==> src/rtl/core/slx_pkg.sv <==
// Shared types, codes and character helpers for the source text lexer.
// No dependencies; all other files but slx_chan_if import this package.
`timescale 1ns / 1ps

package slx_pkg;

	localparam int KEYWORD_CHARS_DEF = 6;
	localparam int POSITION_BITS_DEF = 16;
	localparam int QUEUE_DEPTH_DEF   = 4;
	localparam int FIELD_BITS        = 16;
	localparam int KEYWORD_COUNT     = 8;

	typedef enum logic [3:0] {
		MODE_IDLE,
		MODE_WORD,
		MODE_INT,
		MODE_FRAC,
		MODE_STRING,
		MODE_EQ,
		MODE_LT,
		MODE_AMP,
		MODE_HALT
	} mode_t;

	typedef enum logic [4:0] {
		K_INT    = 5'd0,
		K_ID     = 5'd1,
		K_NUM    = 5'd2,
		K_IF     = 5'd3,
		K_ELSE   = 5'd4,
		K_RETURN = 5'd5,
		K_ASSIGN = 5'd6,
		K_PLUS   = 5'd7,
		K_MINUS  = 5'd8,
		K_MUL    = 5'd9,
		K_DIV    = 5'd10,
		K_LPAREN = 5'd11,
		K_RPAREN = 5'd12,
		K_LBRACE = 5'd13,
		K_RBRACE = 5'd14,
		K_SEMI   = 5'd15,
		K_GT     = 5'd16,
		K_EOF    = 5'd17,
		K_FOR    = 5'd18,
		K_WHILE  = 5'd19,
		K_EQ     = 5'd20,
		K_LE     = 5'd21,
		K_AND    = 5'd22,
		K_FLOAT  = 5'd23,
		K_STRING = 5'd24
	} kind_t;

	typedef enum logic [1:0] {
		ERR_NONE         = 2'd0,
		ERR_UNEXPECTED   = 2'd1,
		ERR_UNTERMINATED = 2'd2
	} err_t;

	typedef struct packed {
		kind_t                 kind;
		logic [FIELD_BITS-1:0] line;
		logic [FIELD_BITS-1:0] column;
		logic [FIELD_BITS-1:0] length;
		err_t                  err;
	} result_t;

	// All results caused by one input item; first is always used.
	typedef struct packed {
		result_t first;
		result_t second;
		logic    two;
	} bundle_t;

	typedef struct packed {
		logic not_full;
		logic not_empty;
	} q_status_t;

	typedef struct packed {
		logic  hit;
		kind_t kind;
	} op_t;

	localparam logic [7:0] CH_NEWLINE = 8'h0A;
	localparam logic [7:0] CH_DOT     = 8'h2E;
	localparam logic [7:0] CH_QUOTE   = 8'h22;
	localparam logic [7:0] CH_AMP     = 8'h26;
	localparam logic [7:0] CH_EQUALS  = 8'h3D;
	localparam logic [7:0] CH_LESS    = 8'h3C;

	// Keyword text, first character in the low byte.
	localparam logic [63:0] KW_TEXT [KEYWORD_COUNT] = '{
		64'h0000_0000_0074_6E69,  // int
		64'h0000_0000_0000_6669,  // if
		64'h0000_0000_6573_6C65,  // else
		64'h0000_6E72_7574_6572,  // return
		64'h0000_0000_0072_6F66,  // for
		64'h0000_0065_6C69_6877,  // while
		64'h0000_0074_616F_6C66,  // float
		64'h0000_676E_6972_7473   // string
	};

	localparam kind_t KW_KIND [KEYWORD_COUNT] = '{
		K_INT, K_IF, K_ELSE, K_RETURN, K_FOR, K_WHILE, K_FLOAT, K_STRING
	};

	function automatic logic is_digit(input logic [7:0] c);
		return (c >= 8'h30) && (c <= 8'h39);
	endfunction

	function automatic logic is_alpha(input logic [7:0] c);
		return ((c >= 8'h61) && (c <= 8'h7A)) || ((c >= 8'h41) && (c <= 8'h5A));
	endfunction

	function automatic logic is_space(input logic [7:0] c);
		return (c == 8'h20) || ((c >= 8'h09) && (c <= 8'h0D));
	endfunction

	function automatic op_t single_op(input logic [7:0] c);
		op_t r;
		r.hit  = 1'b1;
		r.kind = K_PLUS;
		case (c)
			8'h2B: r.kind = K_PLUS;
			8'h2D: r.kind = K_MINUS;
			8'h2A: r.kind = K_MUL;
			8'h2F: r.kind = K_DIV;
			8'h28: r.kind = K_LPAREN;
			8'h29: r.kind = K_RPAREN;
			8'h7B: r.kind = K_LBRACE;
			8'h7D: r.kind = K_RBRACE;
			8'h3B: r.kind = K_SEMI;
			8'h3E: r.kind = K_GT;
			default: r.hit = 1'b0;
		endcase
		return r;
	endfunction

endpackage

==> src/rtl/core/slx_chan_if.sv <==
// Valid/ready channel interfaces for the lexer: character input and token output.
// Standalone; no package needed.
`timescale 1ns / 1ps

interface slx_in_if;
	logic       valid;
	logic       ready;
	logic       req_type;
	logic [7:0] char_byte;

	modport source (output valid, req_type, char_byte, input ready);
	modport sink   (input valid, req_type, char_byte, output ready);
endinterface

interface slx_out_if;
	logic        valid;
	logic        ready;
	logic [4:0]  token_kind;
	logic [15:0] start_line;
	logic [15:0] start_column;
	logic [15:0] token_length;
	logic [1:0]  error_code;
	logic        last_of_run;

	modport source (output valid, token_kind, start_line, start_column, token_length,
		error_code, last_of_run, input ready);
	modport sink   (input valid, token_kind, start_line, start_column, token_length,
		error_code, last_of_run, output ready);
endinterface

==> src/rtl/core/slx_front.sv <==
// Lexer front end: takes one character per transfer, tracks position and token state,
// and hands the results of each character to the queue. Uses slx_pkg and slx_in_if.
`timescale 1ns / 1ps

module slx_front #(
	parameter int KEYWORD_CHARS = slx_pkg::KEYWORD_CHARS_DEF,
	parameter int POSITION_BITS = slx_pkg::POSITION_BITS_DEF
) (
	input  logic              clk,
	input  logic              arst_n,
	slx_in_if.sink            char_in,
	input  slx_pkg::q_status_t q_status,
	output logic              push_valid,
	output slx_pkg::bundle_t  push_data
);
	import slx_pkg::*;

	localparam int PB = POSITION_BITS;
	localparam int WW = 8 * KEYWORD_CHARS;
	localparam logic [PB-1:0] POS_ONE = PB'(1);
	localparam logic [PB-1:0] POS_TWO = PB'(2);

	mode_t          mode_q, mode_d;
	logic [WW-1:0]  prefix_q, prefix_d;
	logic           too_long_q, too_long_d;
	logic [PB-1:0]  tsl_q, tsl_d, tsc_q, tsc_d, tcnt_q, tcnt_d;
	logic [PB-1:0]  line_q, line_d, col_q, col_d;
	logic           accept;
	kind_t          word_kind;
	logic           pend_v, new_v, done, halt_now, eof_reset;
	result_t        pend_r, new_r;
	logic [7:0]     c;
	op_t            op;

	function automatic logic [PB-1:0] sat_inc(input logic [PB-1:0] v);
		return (v == {PB{1'b1}}) ? v : v + POS_ONE;
	endfunction

	function automatic result_t mk(input kind_t k, input logic [PB-1:0] ln,
		input logic [PB-1:0] col, input logic [PB-1:0] len, input err_t e);
		result_t r;
		r.kind   = k;
		r.line   = FIELD_BITS'(ln);
		r.column = FIELD_BITS'(col);
		r.length = FIELD_BITS'(len);
		r.err    = e;
		return r;
	endfunction

	assign char_in.ready = q_status.not_full;
	assign accept        = char_in.valid && char_in.ready;
	assign c             = char_in.char_byte;
	assign op            = single_op(c);

	// Keyword match on the stored word prefix.
	always_comb begin
		word_kind = K_ID;
		if (!too_long_q) begin
			for (int i = 0; i < KEYWORD_COUNT; i++) begin
				if (64'(prefix_q) == KW_TEXT[i]) word_kind = KW_KIND[i];
			end
		end
	end

	always_comb begin
		mode_d     = mode_q;
		prefix_d   = prefix_q;
		too_long_d = too_long_q;
		tsl_d      = tsl_q;
		tsc_d      = tsc_q;
		tcnt_d     = tcnt_q;
		line_d     = line_q;
		col_d      = col_q;
		pend_v     = 1'b0;
		pend_r     = '0;
		new_v      = 1'b0;
		new_r      = '0;
		done       = 1'b0;
		halt_now   = 1'b0;
		eof_reset  = 1'b0;

		if (mode_q != MODE_HALT) begin
			if (char_in.req_type) begin
				// End of source: flush, EOF, reset; open string or '&': error, halt.
				case (mode_q)
					MODE_WORD: begin
						pend_v = 1'b1;
						pend_r = mk(word_kind, tsl_q, tsc_q, tcnt_q, ERR_NONE);
					end
					MODE_INT, MODE_FRAC: begin
						pend_v = 1'b1;
						pend_r = mk(K_NUM, tsl_q, tsc_q, tcnt_q, ERR_NONE);
					end
					MODE_EQ: begin
						pend_v = 1'b1;
						pend_r = mk(K_ASSIGN, tsl_q, tsc_q, POS_ONE, ERR_NONE);
					end
					MODE_LT: begin
						pend_v = 1'b1;
						pend_r = mk(K_LE, tsl_q, tsc_q, POS_ONE, ERR_NONE);
					end
					MODE_AMP: begin
						pend_v   = 1'b1;
						pend_r   = mk(K_INT, tsl_q, tsc_q, '0, ERR_UNEXPECTED);
						halt_now = 1'b1;
					end
					MODE_STRING: begin
						pend_v   = 1'b1;
						pend_r   = mk(K_INT, tsl_q, tsc_q, '0, ERR_UNTERMINATED);
						halt_now = 1'b1;
					end
					default: ;
				endcase
				if (!halt_now) begin
					new_v     = 1'b1;
					new_r     = mk(K_EOF, line_q, col_q, '0, ERR_NONE);
					eof_reset = 1'b1;
				end
			end else begin
				case (mode_q)
					MODE_WORD: begin
						if (is_alpha(c) || is_digit(c)) begin
							if (tcnt_q >= PB'(KEYWORD_CHARS)) too_long_d = 1'b1;
							for (int i = 0; i < KEYWORD_CHARS; i++) begin
								if (tcnt_q == PB'(i)) prefix_d[8*i +: 8] = c;
							end
							tcnt_d = sat_inc(tcnt_q);
							done   = 1'b1;
						end else begin
							pend_v = 1'b1;
							pend_r = mk(word_kind, tsl_q, tsc_q, tcnt_q, ERR_NONE);
							mode_d = MODE_IDLE;
						end
					end
					MODE_INT: begin
						if (is_digit(c)) begin
							tcnt_d = sat_inc(tcnt_q);
							done   = 1'b1;
						end else if (c == CH_DOT) begin
							tcnt_d = sat_inc(tcnt_q);
							mode_d = MODE_FRAC;
							done   = 1'b1;
						end else begin
							pend_v = 1'b1;
							pend_r = mk(K_NUM, tsl_q, tsc_q, tcnt_q, ERR_NONE);
							mode_d = MODE_IDLE;
						end
					end
					MODE_FRAC: begin
						if (is_digit(c)) begin
							tcnt_d = sat_inc(tcnt_q);
							done   = 1'b1;
						end else begin
							pend_v = 1'b1;
							pend_r = mk(K_NUM, tsl_q, tsc_q, tcnt_q, ERR_NONE);
							mode_d = MODE_IDLE;
						end
					end
					MODE_STRING: begin
						if (c == CH_QUOTE) begin
							pend_v = 1'b1;
							pend_r = mk(K_STRING, tsl_q, tsc_q, tcnt_q, ERR_NONE);
							mode_d = MODE_IDLE;
						end else begin
							tcnt_d = sat_inc(tcnt_q);
						end
						done = 1'b1;
					end
					MODE_EQ: begin
						pend_v = 1'b1;
						if (c == CH_EQUALS) begin
							pend_r = mk(K_EQ, tsl_q, tsc_q, POS_TWO, ERR_NONE);
							done   = 1'b1;
						end else begin
							pend_r = mk(K_ASSIGN, tsl_q, tsc_q, POS_ONE, ERR_NONE);
						end
						mode_d = MODE_IDLE;
					end
					MODE_LT: begin
						pend_v = 1'b1;
						if (c == CH_EQUALS) begin
							pend_r = mk(K_LE, tsl_q, tsc_q, POS_TWO, ERR_NONE);
							done   = 1'b1;
						end else begin
							pend_r = mk(K_LE, tsl_q, tsc_q, POS_ONE, ERR_NONE);
						end
						mode_d = MODE_IDLE;
					end
					MODE_AMP: begin
						pend_v = 1'b1;
						if (c == CH_AMP) begin
							pend_r = mk(K_AND, tsl_q, tsc_q, POS_TWO, ERR_NONE);
							mode_d = MODE_IDLE;
							done   = 1'b1;
						end else begin
							pend_r   = mk(K_INT, tsl_q, tsc_q, '0, ERR_UNEXPECTED);
							halt_now = 1'b1;
						end
					end
					default: mode_d = MODE_IDLE;
				endcase

				// Start of a new token, a single-character operator, or a bad byte.
				if (!done && !halt_now) begin
					if (is_space(c)) begin
						mode_d = mode_d;
					end else if (is_digit(c) || is_alpha(c) || c == CH_QUOTE ||
						c == CH_EQUALS || c == CH_LESS || c == CH_AMP) begin
						tsl_d  = line_q;
						tsc_d  = col_q;
						tcnt_d = POS_ONE;
						if (is_digit(c)) begin
							mode_d = MODE_INT;
						end else if (is_alpha(c)) begin
							mode_d        = MODE_WORD;
							prefix_d      = '0;
							prefix_d[7:0] = c;
							too_long_d    = 1'b0;
						end else if (c == CH_QUOTE) begin
							mode_d = MODE_STRING;
							tcnt_d = '0;
						end else if (c == CH_EQUALS) begin
							mode_d = MODE_EQ;
						end else if (c == CH_LESS) begin
							mode_d = MODE_LT;
						end else begin
							mode_d = MODE_AMP;
						end
					end else if (op.hit) begin
						new_v = 1'b1;
						new_r = mk(op.kind, line_q, col_q, POS_ONE, ERR_NONE);
					end else begin
						new_v    = 1'b1;
						new_r    = mk(K_INT, line_q, col_q, '0, ERR_UNEXPECTED);
						halt_now = 1'b1;
					end
				end

				if (c == CH_NEWLINE) begin
					line_d = sat_inc(line_q);
					col_d  = POS_ONE;
				end else begin
					col_d = sat_inc(col_q);
				end
			end
		end

		if (halt_now) mode_d = MODE_HALT;
		if (eof_reset) begin
			mode_d     = MODE_IDLE;
			prefix_d   = '0;
			too_long_d = 1'b0;
			tsl_d      = POS_ONE;
			tsc_d      = POS_ONE;
			tcnt_d     = '0;
			line_d     = POS_ONE;
			col_d      = POS_ONE;
		end
	end

	// Pack: a pending token always leads, the new result follows it.
	always_comb begin
		push_valid = accept && (pend_v || new_v);
		if (pend_v) begin
			push_data.first  = pend_r;
			push_data.second = new_r;
			push_data.two    = new_v;
		end else begin
			push_data.first  = new_r;
			push_data.second = '0;
			push_data.two    = 1'b0;
		end
	end

	always_ff @(posedge clk or negedge arst_n) begin
		if (!arst_n) begin
			mode_q     <= MODE_IDLE;
			prefix_q   <= '0;
			too_long_q <= 1'b0;
			tsl_q      <= POS_ONE;
			tsc_q      <= POS_ONE;
			tcnt_q     <= '0;
			line_q     <= POS_ONE;
			col_q      <= POS_ONE;
		end else if (accept) begin
			mode_q     <= mode_d;
			prefix_q   <= prefix_d;
			too_long_q <= too_long_d;
			tsl_q      <= tsl_d;
			tsc_q      <= tsc_d;
			tcnt_q     <= tcnt_d;
			line_q     <= line_d;
			col_q      <= col_d;
		end
	end

endmodule

==> src/rtl/core/slx_queue.sv <==
// Short FIFO of result bundles between the lexer front end and the output stage.
// Uses slx_pkg for the bundle and status types.
`timescale 1ns / 1ps

module slx_queue #(
	parameter int QUEUE_DEPTH = slx_pkg::QUEUE_DEPTH_DEF
) (
	input  logic               clk,
	input  logic               arst_n,
	input  logic               push_valid,
	input  slx_pkg::bundle_t   push_data,
	input  logic               pop,
	output slx_pkg::q_status_t q_status,
	output slx_pkg::bundle_t   head_data
);
	import slx_pkg::*;

	localparam int PTR_BITS = (QUEUE_DEPTH > 1) ? $clog2(QUEUE_DEPTH) : 1;
	localparam int CNT_BITS = $clog2(QUEUE_DEPTH + 1);
	localparam logic [PTR_BITS-1:0] LAST_PTR = PTR_BITS'(QUEUE_DEPTH - 1);

	bundle_t             mem_q [QUEUE_DEPTH];
	logic [PTR_BITS-1:0] wr_ptr_q, rd_ptr_q;
	logic [CNT_BITS-1:0] count_q;

	function automatic logic [PTR_BITS-1:0] next_ptr(input logic [PTR_BITS-1:0] p);
		return (p == LAST_PTR) ? '0 : p + PTR_BITS'(1);
	endfunction

	assign q_status.not_full  = (count_q != CNT_BITS'(QUEUE_DEPTH));
	assign q_status.not_empty = (count_q != '0);
	assign head_data          = mem_q[rd_ptr_q];

	always_ff @(posedge clk) begin
		if (push_valid) mem_q[wr_ptr_q] <= push_data;
	end

	always_ff @(posedge clk or negedge arst_n) begin
		if (!arst_n) begin
			wr_ptr_q <= '0;
			rd_ptr_q <= '0;
			count_q  <= '0;
		end else begin
			if (push_valid) wr_ptr_q <= next_ptr(wr_ptr_q);
			if (pop) rd_ptr_q <= next_ptr(rd_ptr_q);
			case ({push_valid, pop})
				2'b10:   count_q <= count_q + CNT_BITS'(1);
				2'b01:   count_q <= count_q - CNT_BITS'(1);
				default: count_q <= count_q;
			endcase
		end
	end

endmodule

==> src/rtl/core/slx_back.sv <==
// Lexer output stage: splits each bundle into single tokens and holds them in an
// output register until the sink takes them. Uses slx_pkg and slx_out_if.
`timescale 1ns / 1ps

module slx_back (
	input  logic               clk,
	input  logic               arst_n,
	input  slx_pkg::q_status_t q_status,
	input  slx_pkg::bundle_t   head_data,
	output logic               pop,
	slx_out_if.source          token_out
);
	import slx_pkg::*;

	logic    valid_q;
	logic    sel_q;
	result_t res_q;
	logic    last_q;
	logic    load;
	logic    last_pick;

	assign load      = q_status.not_empty && (!valid_q || token_out.ready);
	assign last_pick = sel_q || !head_data.two;
	assign pop       = load && last_pick;

	always_ff @(posedge clk or negedge arst_n) begin
		if (!arst_n) begin
			valid_q <= 1'b0;
			sel_q   <= 1'b0;
		end else begin
			if (load) begin
				valid_q <= 1'b1;
				sel_q   <= !last_pick;
			end else if (token_out.ready) begin
				valid_q <= 1'b0;
			end
		end
	end

	always_ff @(posedge clk) begin
		if (load) begin
			res_q  <= sel_q ? head_data.second : head_data.first;
			last_q <= last_pick;
		end
	end

	assign token_out.valid        = valid_q;
	assign token_out.token_kind   = 5'(res_q.kind);
	assign token_out.start_line   = res_q.line;
	assign token_out.start_column = res_q.column;
	assign token_out.token_length = res_q.length;
	assign token_out.error_code   = 2'(res_q.err);
	assign token_out.last_of_run  = last_q;

endmodule

==> src/rtl/core/source_text_lexer.sv <==
// Streaming lexer: one source byte per transfer in, one token per transfer out.
// Throughput: one character per cycle, stalling only while the bundle queue is full; a
// character that ends one token and emits another gives two output transfers.
// A token is written into the bundle queue, then loaded into the output register.
// Reset (arst_n low, asynchronous): scanner idle at line 1 column 1, queue and output
// empty. After an error result the scanner halts and drops input until the next reset.
`timescale 1ns / 1ps

module source_text_lexer #(
	parameter int KEYWORD_CHARS = slx_pkg::KEYWORD_CHARS_DEF,
	parameter int POSITION_BITS = slx_pkg::POSITION_BITS_DEF,
	parameter int QUEUE_DEPTH   = slx_pkg::QUEUE_DEPTH_DEF
) (
	input  logic       clk,
	input  logic       arst_n,
	slx_in_if.sink     char_in,
	slx_out_if.source  token_out
);
	import slx_pkg::*;

	// Front end to queue: up to two results per character, packed as one bundle.
	logic      push_valid;
	bundle_t   push_data;
	// Queue to output stage.
	bundle_t   head_data;
	q_status_t q_status;
	logic      pop;

	// Classify the character, track line and column, build tokens.
	// The front end stalls only when the queue is full.
	slx_front #(
		.KEYWORD_CHARS (KEYWORD_CHARS),
		.POSITION_BITS (POSITION_BITS)
	) u_front (
		.clk        (clk),
		.arst_n     (arst_n),
		.char_in    (char_in),
		.q_status   (q_status),
		.push_valid (push_valid),
		.push_data  (push_data)
	);

	// Decouple the scanner from output back-pressure.
	slx_queue #(
		.QUEUE_DEPTH (QUEUE_DEPTH)
	) u_queue (
		.clk        (clk),
		.arst_n     (arst_n),
		.push_valid (push_valid),
		.push_data  (push_data),
		.pop        (pop),
		.q_status   (q_status),
		.head_data  (head_data)
	);

	// Serialize each bundle into single token transfers and mark the last one.
	slx_back u_back (
		.clk       (clk),
		.arst_n    (arst_n),
		.q_status  (q_status),
		.head_data (head_data),
		.pop       (pop),
		.token_out (token_out)
	);

endmodule

==> src/flat_wrapper.sv <==
// flat-port wrapper written by rule: the top's interface ports become plain ports
module source_text_lexer_flat import slx_pkg::*;
#(
	parameter int KEYWORD_CHARS = slx_pkg::KEYWORD_CHARS_DEF,
	parameter int POSITION_BITS = slx_pkg::POSITION_BITS_DEF,
	parameter int QUEUE_DEPTH   = slx_pkg::QUEUE_DEPTH_DEF
)
  (clk, arst_n, char_in_valid, char_in_req_type, char_in_char_byte, char_in_ready, token_out_valid, token_out_token_kind, token_out_start_line, token_out_start_column, token_out_token_length, token_out_error_code, token_out_last_of_run, token_out_ready);
  slx_in_if char_in_i ();
  slx_out_if token_out_i ();
  input  logic clk;
  input  logic arst_n;
  input wire logic [$bits(char_in_i.valid)-1:0] char_in_valid;
  input wire logic [$bits(char_in_i.req_type)-1:0] char_in_req_type;
  input wire logic [$bits(char_in_i.char_byte)-1:0] char_in_char_byte;
  output wire logic [$bits(char_in_i.ready)-1:0] char_in_ready;
  output wire logic [$bits(token_out_i.valid)-1:0] token_out_valid;
  output wire logic [$bits(token_out_i.token_kind)-1:0] token_out_token_kind;
  output wire logic [$bits(token_out_i.start_line)-1:0] token_out_start_line;
  output wire logic [$bits(token_out_i.start_column)-1:0] token_out_start_column;
  output wire logic [$bits(token_out_i.token_length)-1:0] token_out_token_length;
  output wire logic [$bits(token_out_i.error_code)-1:0] token_out_error_code;
  output wire logic [$bits(token_out_i.last_of_run)-1:0] token_out_last_of_run;
  input wire logic [$bits(token_out_i.ready)-1:0] token_out_ready;
  assign char_in_i.valid = char_in_valid;
  assign char_in_i.req_type = char_in_req_type;
  assign char_in_i.char_byte = char_in_char_byte;
  assign char_in_ready = char_in_i.ready;
  assign token_out_valid = token_out_i.valid;
  assign token_out_token_kind = token_out_i.token_kind;
  assign token_out_start_line = token_out_i.start_line;
  assign token_out_start_column = token_out_i.start_column;
  assign token_out_token_length = token_out_i.token_length;
  assign token_out_error_code = token_out_i.error_code;
  assign token_out_last_of_run = token_out_i.last_of_run;
  assign token_out_i.ready = token_out_ready;
  source_text_lexer #(.KEYWORD_CHARS(KEYWORD_CHARS), .POSITION_BITS(POSITION_BITS), .QUEUE_DEPTH(QUEUE_DEPTH)) u_core (.clk(clk), .arst_n(arst_n), .char_in(char_in_i), .token_out(token_out_i));
endmodule
==> config.mk <==
export PLATFORM = sky130hd
export DESIGN_NAME = source_text_lexer_flat
export DESIGN_NICKNAME = d
export VERILOG_FILES = /design/src/rtl/core/slx_pkg.sv /design/src/rtl/core/slx_chan_if.sv /design/src/rtl/core/slx_front.sv /design/src/rtl/core/slx_queue.sv /design/src/rtl/core/slx_back.sv /design/src/rtl/core/source_text_lexer.sv /design/src/flat_wrapper.sv
export SDC_FILE = /design/constraint.sdc
export NUM_CORES = 1
export LEC_CHECK = 0
export ABC_AREA = 1
export BUFFER_PORTS_ARGS = -buffer_cell sky130_fd_sc_hd__buf_2
export CAP_MARGIN = 25
export CELL_PAD_IN_SITES_DETAIL_PLACEMENT = 0
export CELL_PAD_IN_SITES_GLOBAL_PLACEMENT = 1
export CORE_ASPECT_RATIO = 1.4
export CORE_MARGIN = 2
export CORE_UTILIZATION = 41
export DETAILED_ROUTE_END_ITERATION = 10
export GPL_TIMING_DRIVEN = 0
export PLACE_DENSITY_LB_ADDON = 0.08
export RECOVER_POWER = 50
export SYNTH_ARGS = -nofsm -noshare
export SYNTH_HDL_FRONTEND = slang
export SYNTH_SLANG_ARGS = --single-unit
export TNS_END_PERCENT = 20
==> constraint.sdc <==
create_clock -name clk -period 7.7 [get_ports clk]
set_input_delay 1.155 -clock clk [delete_from_list [all_inputs] [get_ports clk]]
set_output_delay 1.155 -clock clk [all_outputs]
set_load 0.005 [all_outputs]
[After elaboration in Yosys (flattened, before gate mapping)]
Memories as Yosys holds them, arrays and structs flattened.
Index checks and enable logic that the tools add are counted.
Storage, ports and cells
  register bits after elaboration: 198
  RAM bits: 444
  input port bits: 13
  logic and storage cells: 293
  memories: 1
Memories
  u_core.u_queue.mem_q: words 4, bits a word 111, read ports 1, clocked after Yosys merged registers in 0, wr ports 1, RTL line slx_queue.sv:22  | bundle_t mem_q [QUEUE_DEPTH];
Operators by class
  add/sub/neg operators: 7
  $lt $le $gt $ge: 9
  eq/ne operators: 51
  mux-type cells: 162
  reduce and logical (&&, ||, !) cells: 44
Operator list (number)
  55-bit 2-to-1 mux: 14
  16-bit 2-to-1 mux: 34
  48-bit 2-to-1 mux: 10
  55-bit one-hot mux with 7 select lines: 1
  55-bit one-hot mux with 6 select lines: 1
  52-bit 2-to-1 mux: 3
  8-bit by 6-bit == test with 1-bit output (second input constant): 14
  111-bit 2-to-1 mux: 1
  48-bit by 23-bit == test with 1-bit output (second input constant): 2
  48-bit by 39-bit == test with 1-bit output (second input constant): 2
  48-bit by 47-bit == test with 1-bit output (second input constant): 2
  16-bit one-hot mux with 4 select lines: 1
  1-bit 2-to-1 mux: 58
  4-bit 2-to-1 mux: 13
  16-bit by 1-bit adder with 16-bit output (second input constant): 3
  16-bit == test (second input constant): 3
  48-bit by 15-bit == test with 1-bit output (second input constant): 1
  48-bit by 31-bit == test with 1-bit output (second input constant): 1
  8-bit 2-to-1 mux: 6
  5-bit one-hot mux with 9 select lines: 1
  5-bit 2-to-1 mux: 8
  16-bit by 2-bit == test with 1-bit output (second input constant): 2
  16-bit by 3-bit == test with 1-bit output (second input constant): 2
  4-bit one-hot mux with 5 select lines: 1
  42 further kinds: 89

[Depth between registers and ports, before layout]
Gate-level depths: netlist of run 1.
  depth after elaboration: 17
  gate-level depth with buffers: 22
  mapped depth without buffers: 21

[By module]
From an unflattened synthesis of run 1, not the netlist that was laid out.
Second synthesis, totals
  cell total of the unflattened synthesis: 3079
  area total of the unflattened synthesis: 30651.9 um^2
By module, submodules not included
  slx_queue: instances 1, cells each 1349, area each 18456.5 um^2, seq. area each 13508.0 um^2
  slx_front: instances 1, cells each 1483, area each 9729.3 um^2, seq. area each 3333.2 um^2
  slx_back: instances 1, cells each 247, area each 2466.1 um^2, seq. area each 1731.7 um^2

[Worst setup path before layout of run 1]
No wires, ideal clock.
  kind: in2reg
  from: input port char_in_char_byte[1]
  to: memory u_core.u_queue.mem_q[0][0] in the netlist's numbering, enable pin
  setup time: 0.550 ns
  data arrival time: 6.523 ns
  data required time: 7.150 ns
  path slack: 0.627 ns
  cell stages on the path: 16
  path through: buf_4 > inv_2 > nand2_1 > nor2_1 > nand2_1 > nand3_2 > inv_2 > nor2_4 > nand2_1 > nor2_1 > nand3_1 > nand2_2 > nand2_4 > nand2_1 > nand2_1 > nor2_1
Between the ends
  word-level cells in the longest chain between the ends: 17
RTL lines
  start: declaration: RTL line flat_wrapper.sv:15  | input wire logic [$bits(char_in_i.char_byte)-1:0] char_in_char_byte;
  8-bit by 7-bit >= comparator with 1-bit output or 8-bit by 7-bit <= comparator with 1-bit output (tied branches): RTL line slx_pkg.sv:112  | return ((c >= 8'h61) && (c <= 8'h7A)) || ((c >= 8'h41) && (c <= 8'h5A));
  1-bit logical AND: RTL line slx_pkg.sv:112
  1-bit logical OR: RTL line slx_pkg.sv:112
  1-bit logical OR: RTL line slx_front.sv:122, slx_front.sv:207
  1-bit 2-to-1 mux or 1-bit logical OR (tied branches): RTL line slx_front.sv:122, slx_front.sv:207
  1-bit one-hot mux with 6 select lines or 1-bit logical OR (tied branches): RTL line slx_front.sv:120, slx_front.sv:207
  1-bit 2-to-1 mux or 1-bit logical OR (tied branches): RTL line slx_front.sv:83, slx_front.sv:208
  1-bit 2-to-1 mux or 1-bit logical OR (tied branches): RTL line slx_front.sv:82, slx_front.sv:208
  1-bit zero test or 1-bit 2-to-1 mux (tied branches): RTL line slx_front.sv:204, slx_front.sv:207
  1-bit logical AND or 1-bit 2-to-1 mux (tied branches): RTL line slx_front.sv:204, slx_front.sv:205
  1-bit 2-to-1 mux: RTL line slx_front.sv:204  | if (!done && !halt_now) begin
  1-bit 2-to-1 mux: RTL line slx_front.sv:83  | if (char_in.req_type) begin
  1-bit 2-to-1 mux: RTL line slx_front.sv:82  | if (mode_q != MODE_HALT) begin
  1-bit logical OR (*): RTL line slx_front.sv:263  | push_valid = accept && (pend_v || new_v);
  1-bit logical AND (*): RTL line slx_front.sv:263
  1-bit 2-to-1 mux (*): RTL line slx_queue.sv:35  | if (push_valid) mem_q[wr_ptr_q] <= push_data;
  1-bit 2-to-1 mux (not written as such) (*): RTL line slx_queue.sv:35
  end: declaration: RTL line slx_queue.sv:22
Every way passes the cells marked *; elsewhere a longest branch is shown, timed or not. The select of a mux whose other input is x is not followed.

==> results.json, run 1 <==
{
  "effective_utilization_at_floorplan_pct": 41.5,
  "ctsHoldBuffers": 0,
  "drtAntennaViolNets": 0,
  "worst-endpoint-required_ns": 8.00,
  "regToRegEndpoint": "u_core.u_front.tcnt_q[11]",
  "synth.avg_cell_area_um2": 10.0,
  "cts.htree.levels": 2,
  "worstRegToRegCells": 13,
  "wl_um": 78600,
  "worst_clock_skew_ns": 0.0217,
  "tritoncts": "yes",
  "leakagePower_nw": 11.4,
  "crit_fanout": 10,
  "worst-setup-path-type": "in2reg",
  "critical_path_source_type": "input pin",
  "via_count_of_the_first_global_routing_pass": 19900,
  "grt_setup_unrepaired": "false",
  "slew-limit-headroom_pct": -150,
  "ios": 71,
  "run_status": "finished, violations left",
  "final.min_clock_period_ns": 5.62,
  "final_hold_viol_count": 0,
  "dpl_cell_area_mm2": 0.0280,
  "path_common_cell": "nor2_1",
  "dr_total_vias": 19600,
  "placeableCoreArea_mm2": 0.0631,
  "end_kind": "register",
  "power.share.clock_pct": 32.5,
  "timing.final.setup_violations": 0,
  "critPathLaunch": "char_in_char_byte[4]",
  "placement.io_buffers": 68,
  "power_density_mw_per_mm2": 287,
  "synth-warning-count": 0,
  "cts_buffer_count": 57,
  "worst-path-buf-inv": 5,
  "netSwitchingFraction_pct": 33.0,
  "syn_nets": 2641,
  "reg2reg_from": "u_core.u_front.mode_q[0]",
  "insertedDiodeCount": 0,
  "setup_tns_after_final_layout_ns": 0,
  "max_stage_delay_ns": 0.94,
  "timing.critical_path.cells": "clkbuf_1 > inv_1 > nand2_2 > nor2_1 > nand3_1 > nor2_1 > nor2_1 > nand3_1 > nor2_1 > nand3_1 > nand2_1 > nand2_1 > nor2_1 > clkinv_1 > clkbuf_1 > clkbuf_1 > nor2_1",
  "timing_max_transition_violations_final": 98,
  "proportion_of_register_bits_with_asynchronous_set_or_reset_after_synthesis_pct": 24.6,
  "synthCells": 2615,
  "critPathCapture": "u_core.u_queue.mem_q[1][47]",
  "seq_power_share_pct": 43.2,
  "synth_cell_type_count": 47,
  "postCtsSetupRepairBufs": 0,
  "grt_overflow": 0,
  "drt_first_pass_iters": 5,
  "switching_power_summed_over_all_nets_w": 0.00280,
  "num_clock_sinks": 578,
  "dp_hpwl_um": 56600,
  "worst_slew_pin_slew_ns": 3.76,
  "number_of_antenna_violations_at_the_first_check_in_global_routing": 1,
  "design.final.nets": 2786,
  "ir_worst_vdd_mv": 0.177,
  "count_of_max_cap_constraint_violations": 3,
  "post_route_cells_drive_above_1_share_pct": 7.19,
  "critical_path_depth": 17,
  "layout_worst_path_cycle_share_pct": 73.0,
  "power.share.combinational_pct": 24.3,
  "failed_checks": "max-capacitance violations, max-slew violations",
  "clock_pin_slew_of_the_registers_on_the_worst_case_setup_and_hold_paths_ns": 0.06,
  "synth_enable_flop_cells": 436,
  "fill_cell_total_of_the_finished_layout": 6005,
  "timing.critical_path.max_delay_family": "simple AND/OR/NAND/NOR gates",
  "synth_area_mm2": 0.0262,
  "hold_class": "reg2reg",
  "area_growth_pct": 12.9,
  "number_of_gates_resized_after_cts": 0,
  "clockBufferDepth": 3,
  "worstPathArrival_ns": 5.92,
  "yosysTopAreaCellShare_pct": 50.0,
  "drt-vias-per-instance": 5.39,
  "grt_first_pass_wirelength_um": 120000,
  "routabilityCongestion": 0.901,
  "total_power_w": 0.00848,
  "clock-root-buffer": "clkbuf_16",
  "synthFlopType": "edfxtp_1",
  "pin_count_of_the_biggest_net_entering_global_routing": 86,
  "timing.fmax_ghz": 0.178,
  "proportion_of_synthesized_chip_area_in_sequential_cells_pct": 63.5,
  "clkLatencyLatePin_ns": 0.63,
  "rrSetupSlack_ns": 3.09,
  "gr-usage-all-layers_pct": 24.0,
  "drt-initial-drc-count": 1377,
  "power_report.internal_total_w": 0.00568,
  "die-area_mm2": 0.0660,
  "postSynthRegisterBits": 578,
  "synth_top_area_cell": "edfxtp_1",
  "route.detailed.drc": 0,
  "rows": 109,
  "die_y_um": 303,
  "yosys-top-cells-area": "edfxtp_1, dfrtp_1, nor2_1, o21ai_0, nand2_1",
  "stdcell_area_mm2": 0.0296,
  "fp.dieW_um": 218,
  "crit_path_max_delay_cell_type": "clkbuf_1",
  "route.detailed.wl_per_inst_um": 21.6
}
==> cell type report <==
type / count / area [um2] / share of cell area [%]
Tap cell: 832 / 1040 / 3.52
Buffer: 132 / 531 / 1.79
Sequential cell: 578 / 16700 / 56.3
Clock inverter: 40 / 334 / 1.13
Inverter: 197 / 741 / 2.50
Clock buffer: 68 / 1490 / 5.03
Multi-Input combinational cell: 1708 / 8140 / 27.5
Timing Repair Buffer: 86 / 647 / 2.19
==> sequential cells by signal, indices dropped and copies added (netlist names), 2 cells and up <==
register                              cells
u_core.u_back.token_out.error_code        2
u_core.u_queue.mem_q                    380
u_core.u_front.tsc_q                     16
u_core.u_front.mode_q                     4
u_core.u_front.col_q                     16
u_core.u_queue.count_q                    3
u_core.u_back.token_out.start_column     16
u_core.u_front.tsl_q                     16
u_core.u_front.tcnt_q                    16
u_core.u_back.token_out.start_line       16
u_core.u_front.prefix_q                  48
u_core.u_back.token_out.token_kind        5
u_core.u_queue.rd_ptr_q                   2
u_core.u_front.line_q                    16
u_core.u_queue.wr_ptr_q                   2
u_core.u_back.token_out.token_length     16
==> through the flow <==
stage	cells	util (%)	hold slack, ns	setup slack, ns
after floorplan	2615	-	0.446	0.627
after global placement	3515	43.7	0.457	-3.85
after detailed placement	3533	44.4	0.463	2.68
after CTS	3641	47.3	0.469	3.35
after global routing	3641	46.8	0.493	1.60
final	3641	46.8	0.477	2.08
==> power by group through the flow <==
stage / combinational (W) / sequential, W / clock, W
2_1_floorplan: 0.00113 / 0.00374 / 0
3_3_place_gp: 0.00207 / 0.00375 / 0
3_5_place_dp: 0.00213 / 0.00372 / 0
4_1_cts: 0.00214 / 0.00366 / 0.00282
5_1_grt: 0.00228 / 0.00368 / 0.00293
6_report: 0.00206 / 0.00367 / 0.00276
==> worst min path at each step <==
stage	from	to	slack, ns	depth (start not counted)
5_1_grt	u_core.u_front.tsc_q[0]	u_core.u_front.tsc_q[0]	0.49	2
6_report	u_core.u_front.tsc_q[0]	u_core.u_front.tsc_q[0]	0.48	2
4_1_cts	arst_n	u_core.u_front.prefix_q[14]	0.47	1
3_5_place_dp	u_core.u_front.tsl_q[0]	u_core.u_front.tsl_q[0]	0.46	2
3_3_place_gp	u_core.u_front.tsc_q[0]	u_core.u_front.tsc_q[0]	0.46	2
2_1_floorplan	u_core.u_front.tsl_q[0]	u_core.u_front.tsl_q[0]	0.45	2
==> cells in the mapped netlist, types with 41 or more instances <==
library cell,number
nand2_1,347
o22ai_1,65
nand3_1,156
dfrtp_1,138
inv_1,182
nor2_1,473
a21oi_1,65
o21ai_0,322
edfxtp_1,436
clkbuf_1,94
nor3_1,61
a31oi_1,41
==> worst register-to-register path: stages (launching register included) <==
cell and delay [ns]:
dfrtp_1 0.45, nor2_1 0.22, nor2_1 0.09, nand2_1 0.18
nor2_1 0.07, nor2_1 0.18, nand3_1 0.10, nor2_1 0.33
nand3_1 0.33, a21oi_1 0.92, clkinvlp_2 0.80, clkbuf_1 0.58
nand2_1 0.21, inv_1 0.05
==> layer usage <==
layer  vias to the layer above  wire length, um  part of all wire [%]  GRT usage, %
met2                       495            41300                    53          44.4
met1                      9612            30900                    39          28.0
li1                       9373                -                     -             -
met4                         0             2930                   3.7          9.72
met3                       148             3460                   4.4          3.23
met5                         -                0                     0             0
==> layout by cell type (no fill, tap or decap), types with 19 or more instances in the layout <==
cell type / n
nand2_1: 351
a31oi_1: 41
nand4_1: 38
o211ai_1: 19
edfxtp_1: 436
clkbuf_16: 57
a21oi_1: 66
inv_1: 188
nor3_1: 61
nand3_1: 159
buf_2: 43
nor2_1: 479
clkbuf_1: 153
o22ai_1: 65
dfrtp_1: 138
o21ai_0: 327
==> logic make-up (layout without fill, tap and decap cells) <==
kind of cell	after synthesis	count (layout)	share of synthesized area, %
and+or+nand+nor	1143	1143	19.0
DFF	578	578	63.5
AOI/OAI and AO/OA	535	535	11.2
buffers and inverters	329	523	5.13
xor gates and xnor gates	17	17	0.568
adders and majority gates	13	13	0.649
Note: power is estimated with default switching activity, not from simulation.
==> run 2: changes to the inputs <==
- ABC_AREA: 1 -> 0
- clock period: 7.7 -> 4.6 ns (I/O delays scaled with it)
==> results.json, run 2 <==
{
  "ios": 71,
  "worst-setup-path-type": "in2reg",
  "worst_slew_pin_slew_ns": 3.51,
  "slew-limit-headroom_pct": -134,
  "max_stage_delay_ns": 1.23,
  "worst-endpoint-required_ns": 5.14,
  "insertedDiodeCount": 0,
  "switching_power_summed_over_all_nets_w": 0.00467,
  "power.share.clock_pct": 29.7,
  "placeableCoreArea_mm2": 0.0605,
  "final_hold_viol_count": 0,
  "drt_first_pass_iters": 8,
  "power.share.combinational_pct": 25.9,
  "run_status": "finished, violations left",
  "number_of_gates_resized_after_cts": 0,
  "count_of_max_cap_constraint_violations": 4,
  "worstPathArrival_ns": 4.77,
  "gr-usage-all-layers_pct": 21.2,
  "yosys-top-cells-area": "edfxtp_1, dfrtp_1, mux4_2, nand2_1, a22o_1",
  "seq_power_share_pct": 44.4,
  "post-synth-top-count-cell": "edfxtp_1",
  "flip_flop_count_of_the_largest_register_after_layout": 380,
  "synth_top_area_cell": "edfxtp_1",
  "synth.cells.most_frequent": "edfxtp_1, nand2_1, dfrtp_1",
  "number_of_antenna_violations_at_the_first_check_in_global_routing": 1,
  "power_density_mw_per_mm2": 539,
  "final.min_clock_period_ns": 4.22,
  "placement.io_buffers": 68,
  "pin_count_of_the_biggest_net_entering_global_routing": 78,
  "layout_commonest_cell": "edfxtp_1",
  "dp_hpwl_um": 44800,
  "cts.htree.levels": 2,
  "grt_setup_unrepaired": "false",
  "clockBufferDepth": 3,
  "synthCells": 1762,
  "proportion_of_synthesized_chip_area_in_sequential_cells_pct": 66.7,
  "synth-warning-count": 0,
  "fp.dieW_um": 213,
  "proportion_of_register_bits_with_asynchronous_set_or_reset_after_synthesis_pct": 24.6,
  "yosysTopAreaCellShare_pct": 52.4,
  "synth_cell_type_count": 84,
  "synth_enable_flop_cells": 436,
  "layout_worst_path_cycle_share_pct": 91.8,
  "worst_clock_skew_ns": 0.0199,
  "failed_checks": "max-capacitance violations, max-slew violations",
  "largest_registers": "u_core.u_queue.mem_q (380), u_core.u_front.prefix_q (48)",
  "synthFlopType": "edfxtp_1",
  "netSwitchingFraction_pct": 30.4,
  "drt-vias-per-instance": 5.47,
  "route.detailed.drc": 0,
  "die-area_mm2": 0.0629,
  "crit_path_max_delay_cell_type": "nor4b_1",
  "tritoncts": "yes",
  "area_growth_pct": 13.8,
  "leakagePower_nw": 10.2,
  "route.detailed.wl_per_inst_um": 23.4,
  "grt_overflow": 0,
  "largest_register": "u_core.u_queue.mem_q",
  "mostFrequentLayoutCells": "edfxtp_1, nand2_1, dfrtp_1",
  "timing.final.setup_violations": 0,
  "post_route_cells_drive_above_1_share_pct": 13.6,
  "postCtsSetupRepairBufs": 0,
  "num_clock_sinks": 578,
  "die_y_um": 296,
  "end_kind": "register",
  "syn_nets": 1788,
  "rows": 107,
  "timing.critical_path.cells": "clkbuf_1 > clkbuf_1 > nor4b_1 > a41oi_1 > a31oi_1 > nor4b_1 > and2_1 > buf_2 > buf_2 > a22o_1",
  "drt-initial-drc-count": 1211,
  "effective_utilization_at_floorplan_pct": 41.3,
  "cts_buffer_count": 56,
  "wl_um": 65000,
  "post_layout_util_pct": 47.0,
  "synth_area_mm2": 0.0250,
  "dr_total_vias": 15200,
  "critical_path_source_type": "input pin",
  "holdWs_ns": 0.325,
  "clkLatencyLatePin_ns": 0.61,
  "clock-root-buffer": "clkbuf_16",
  "routabilityCongestion": 0.874,
  "power_report.internal_total_w": 0.0107,
  "design.final.nets": 1935,
  "timing.fmax_ghz": 0.237,
  "timing_max_transition_violations_final": 141,
  "postSynthRegisterBits": 578,
  "synth.avg_cell_area_um2": 14.2,
  "grt_first_pass_wirelength_um": 99200,
  "drtAntennaViolNets": 0,
  "crit_fanout": 10,
  "via_count_of_the_first_global_routing_pass": 15800,
  "hold_class": "in2reg",
  "timing.critical_path.max_delay_family": "simple AND/OR/NAND/NOR gates",
  "ir_worst_vdd_mv": 0.293,
  "setup_tns_after_final_layout_ns": 0,
  "worst-path-buf-inv": 4,
  "clock_pin_slew_of_the_registers_on_the_worst_case_setup_and_hold_paths_ns": 0.06,
  "ctsHoldBuffers": 0
}
run 2: changes by cell type in the layout (fill, tap and decap cells not counted), sizes merged, moves of 69 or more:
cell,change
and2,+81
o21ai,-252
nor2,-416
nand3,-120
a22o,+69
mux4,+95
inv,-171
nand2,-114
run 2: worst paths after layout:
check                                              start                       endpoint  slack (ns)  cells after the start
min reg2reg                u_core.u_back.token_out.valid  u_core.u_back.token_out.valid        0.49                      2
max reg2reg                     u_core.u_front.mode_q[2]       u_core.u_front.col_q[15]        0.55                      8
max                                 char_in_char_byte[5]       u_core.u_front.tsl_q[12]        0.38                     10
min                                      token_out_ready  u_core.u_back.token_out.valid        0.33                      4
min in group asynchronous                         arst_n    u_core.u_front.prefix_q[37]        1.47                      1
max in group asynchronous                         arst_n      u_core.u_front.tcnt_q[15]        1.09                      1
run 2: power by group through the flow:
stage                     registers, W  clock network, W  logic (W)
final                          0.00681           0.00456    0.00397
after global routing           0.00688           0.00488    0.00436
after CTS                      0.00680           0.00469    0.00410
after detailed placement       0.00690                 0    0.00409
after global placement         0.00696                 0    0.00392
after floorplan                0.00691                 0    0.00240
run 2: final cells by class:
cell class	instances	area, um2
Inverter	26	97.6
Tap cell	817	1020
Fill cell	5500	32100
Clock buffer	70	1500
Timing Repair Buffer	89	642
Sequential cell	578	16700
Clock inverter	33	310
Multi-Input combinational cell	1054	7800
Buffer	104	413
run 2: per-layer routing:
metal	track usage (%)	share of wire, %	vias up
li1	-	-	7031
met1	26.2	40	7721
met2	38.6	53	315
met3	2.56	3.6	95
met4	6.67	2.9	0
met5	0	0	-
run 2: worst reg2reg max path, cell delays in order, from the launching register on:
cell and delay, ns:
dfrtp_1 0.32, clkbuf_1 0.32, nor4b_1 0.18, a211oi_1 1.32
nor4_1 0.29, nor3_1 0.78, nand2_1 0.27, or3_1 0.37
a21oi_1 0.14
run 2: stage by stage:
| stage | setup WS, ns | cell area (um2) | power, W | std cells |
|---|---|---|---|---|
| after floorplan | -0.972 | 25000 | 0.00931 | 1762 |
| after global placement | -3.51 | 26300 | 0.0109 | 2647 |
| after detailed placement | -0.244 | 26700 | 0.0110 | 2661 |
| after CTS | 0.418 | 28500 | 0.0156 | 2764 |
| after global routing | 0.158 | 28400 | 0.0161 | 2771 |
| final | 0.375 | 28400 | 0.0153 | 2771 |
run 2: logic make-up after synthesis:
kind of cell	after synthesis	share of synthesized area (%)
and+or+nand+nor	650	13.3
xor gates and xnor gates	29	1.02
adders and majority gates	13	0.681
muxes	102	8.88
DFF	578	66.7
AOI/OAI and AO/OA	260	7.39
buffers and inverters	130	2.07
==> run 3: changes to the inputs <==
- PLACE_DENSITY: unset -> 0.64
- PLACE_DENSITY_LB_ADDON: 0.08 -> unset
==> results.json, run 3 (same netlist as run 2, synthesis figures left out) <==
{
  "number_of_antenna_violations_at_the_first_check_in_global_routing": 0,
  "routabilityCongestion": 0.904,
  "leakagePower_nw": 10.1,
  "crit_fanout": 51,
  "mostFrequentLayoutCells": "edfxtp_1, nand2_1, dfrtp_1",
  "ir_worst_vdd_mv": 0.259,
  "failed_checks": "max-capacitance violations, max-slew violations",
  "route.detailed.drc": 0,
  "timing.final.setup_violations": 0,
  "tritoncts": "yes",
  "ctsHoldBuffers": 0,
  "timing_max_transition_violations_final": 122,
  "max_stage_delay_ns": 0.72,
  "clock_pin_slew_of_the_registers_on_the_worst_case_setup_and_hold_paths_ns": 0.07,
  "fp.dieW_um": 213,
  "reg2reg_from": "u_core.u_front.mode_q[2]",
  "drt-vias-per-instance": 5.54,
  "slew-limit-headroom_pct": -152,
  "grt.busiest_layer": "met2",
  "effective_utilization_at_floorplan_pct": 41.3,
  "route.detailed.wl_per_inst_um": 23.1,
  "dp_hpwl_um": 43100,
  "regToRegEndpoint": "u_core.u_queue.mem_q[3][96]",
  "holdWs_ns": 0.335,
  "insertedDiodeCount": 0,
  "post_route_cells_drive_above_1_share_pct": 14.1,
  "final_hold_viol_count": 0,
  "power_report.internal_total_w": 0.0105,
  "design.final.nets": 1927,
  "worst_slew_pin_slew_ns": 3.78,
  "drt_first_pass_iters": 5,
  "clockBufferDepth": 3,
  "clock-root-buffer": "clkbuf_16",
  "power_density_mw_per_mm2": 532,
  "placeableCoreArea_mm2": 0.0605,
  "power.share.clock_pct": 29.1,
  "hold_start": "token_out_ready",
  "layout_worst_path_cycle_share_pct": 93.7,
  "end_kind": "register",
  "die_y_um": 296,
  "cts_buffer_count": 55,
  "via_count_of_the_first_global_routing_pass": 16000,
  "die-area_mm2": 0.0629,
  "layout_commonest_cell": "edfxtp_1",
  "final.min_clock_period_ns": 4.31,
  "clkLatencyLatePin_ns": 0.61,
  "postCtsSetupRepairBufs": 0,
  "grt_use_met1_pct": 25.2,
  "drt-initial-drc-count": 932,
  "fill_cell_total_of_the_finished_layout": 5465,
  "count_of_max_cap_constraint_violations": 2,
  "wl_um": 63700,
  "timing.fmax_ghz": 0.232,
  "grt.met3_usage_pct": 2.37,
  "grt_overflow": 0,
  "timing.critical_path.cells": "buf_2 > or4_4 > o221a_4 > a221o_1 > nor4b_4 > o21ai_2 > buf_6 > a21oi_4 > and2_4 > buf_16",
  "grt_first_pass_wirelength_um": 97100,
  "crit_path_max_delay_cell_type": "and2_4",
  "pin_count_of_the_biggest_net_entering_global_routing": 80,
  "cts.htree.levels": 2,
  "num_clock_sinks": 578,
  "number_of_gates_resized_after_cts": 0,
  "netSwitchingFraction_pct": 30.5,
  "switching_power_summed_over_all_nets_w": 0.00458,
  "largest_register": "u_core.u_queue.mem_q",
  "drtAntennaViolNets": 0,
  "worst-endpoint-required_ns": 4.87,
  "setup_tns_after_final_layout_ns": 0,
  "rows": 107,
  "grt_setup_unrepaired": "false",
  "rrSetupSlack_ns": 0.42,
  "power.share.combinational_pct": 25.6,
  "hold_class": "in2reg",
  "worstRegToRegCells": 11,
  "worstPathArrival_ns": 4.58,
  "seq_power_share_pct": 45.3,
  "ios": 71,
  "worst-setup-path-type": "in2reg",
  "area_growth_pct": 13.1,
  "critical_path_source_type": "input pin",
  "placement.io_buffers": 68,
  "gr-usage-all-layers_pct": 20.7,
  "whs_path_depth": 4,
  "worst_clock_skew_ns": 0.0190,
  "use_met2_pct": 37.3,
  "largest_registers": "u_core.u_queue.mem_q (380), u_core.u_front.prefix_q (48)",
  "timing.hold.worst_endpoint": "u_core.u_back.token_out.valid",
  "run_status": "finished, violations left",
  "flip_flop_count_of_the_largest_register_after_layout": 380,
  "dr_total_vias": 15300
}
## run 3: changes by cell type in the layout (fill, tap and decap cells not counted), sizes merged
cell	before	now
buf	69	74
bufinv	5	2
clkbuf	193	181
clkdlybuf4s18	0	1
clkdlybuf4s25	1	0
clkinvlp	4	3
inv	28	30
## run 3: how the worst max path moves through the flow
stage                                     from                     endpoint  slack, ns  depth (start not counted)
after detailed placement  char_in_char_byte[2]  u_core.u_queue.mem_q[3][96]      -0.34                         12
after global routing      char_in_char_byte[6]    u_core.u_queue.count_q[2]       0.09                         15
final                     char_in_char_byte[1]  u_core.u_queue.mem_q[3][96]       0.29                         10
after CTS                 char_in_char_byte[2]  u_core.u_queue.mem_q[3][93]       0.30                         12
after floorplan           char_in_char_byte[3]   u_core.u_queue.mem_q[1][0]      -0.97                          9
after global placement    char_in_char_byte[2]  u_core.u_queue.mem_q[1][96]      -3.49                         11
## run 3: area by class of cell
| class | count | area (um2) | area share (%) |
|---|---|---|---|
| Clock buffer | 70 | 1490 | 5.29 |
| Sequential cell | 578 | 16700 | 58.9 |
| Multi-Input combinational cell | 1054 | 7810 | 27.6 |
| Tap cell | 817 | 1020 | 3.62 |
| Inverter | 26 | 97.6 | 0.345 |
| Buffer | 104 | 414 | 1.47 |
| Clock inverter | 31 | 235 | 0.832 |
| Timing Repair Buffer | 82 | 532 | 1.88 |
## run 3: critical path, delay by kind of cell
| kind | cells | cell delay (ns) |
|---|---|---|
| compound gates | 4 | 1.31 |
| simple gates | 3 | 1.75 |
| buf+inv | 3 | 0.72 |
## run 3: power groups by stage
stage	logic [W]	clock network [W]	registers, W
6_report	0.00384	0.00438	0.00682
5_1_grt	0.00423	0.00468	0.00689
4_1_cts	0.00399	0.00449	0.00681
3_5_place_dp	0.00399	0	0.00692
3_3_place_gp	0.00386	0	0.00696
2_1_floorplan	0.00240	0	0.00691
## run 3: metrics by stage
step / cell area, um2 / worst slack (ns) / power, W / utilization, % / cells
2_1_floorplan: 25000 / -0.972 / 0.00931 / - / 1762
3_3_place_gp: 26300 / -3.49 / 0.0108 / 43.5 / 2647
3_5_place_dp: 26600 / -0.340 / 0.0109 / 43.9 / 2658
4_1_cts: 28300 / 0.296 / 0.0153 / 46.8 / 2759
5_1_grt: 28300 / 0.0935 / 0.0158 / 46.7 / 2762
6_report: 28300 / 0.290 / 0.0150 / 46.7 / 2762
## run 3: per-layer routing
layer / vias up / part of all wire, %
met4: 0 / 3.8
met5: - / 0
li1: 6999 / -
met1: 7815 / 40
met2: 377 / 52
met3: 123 / 4.0
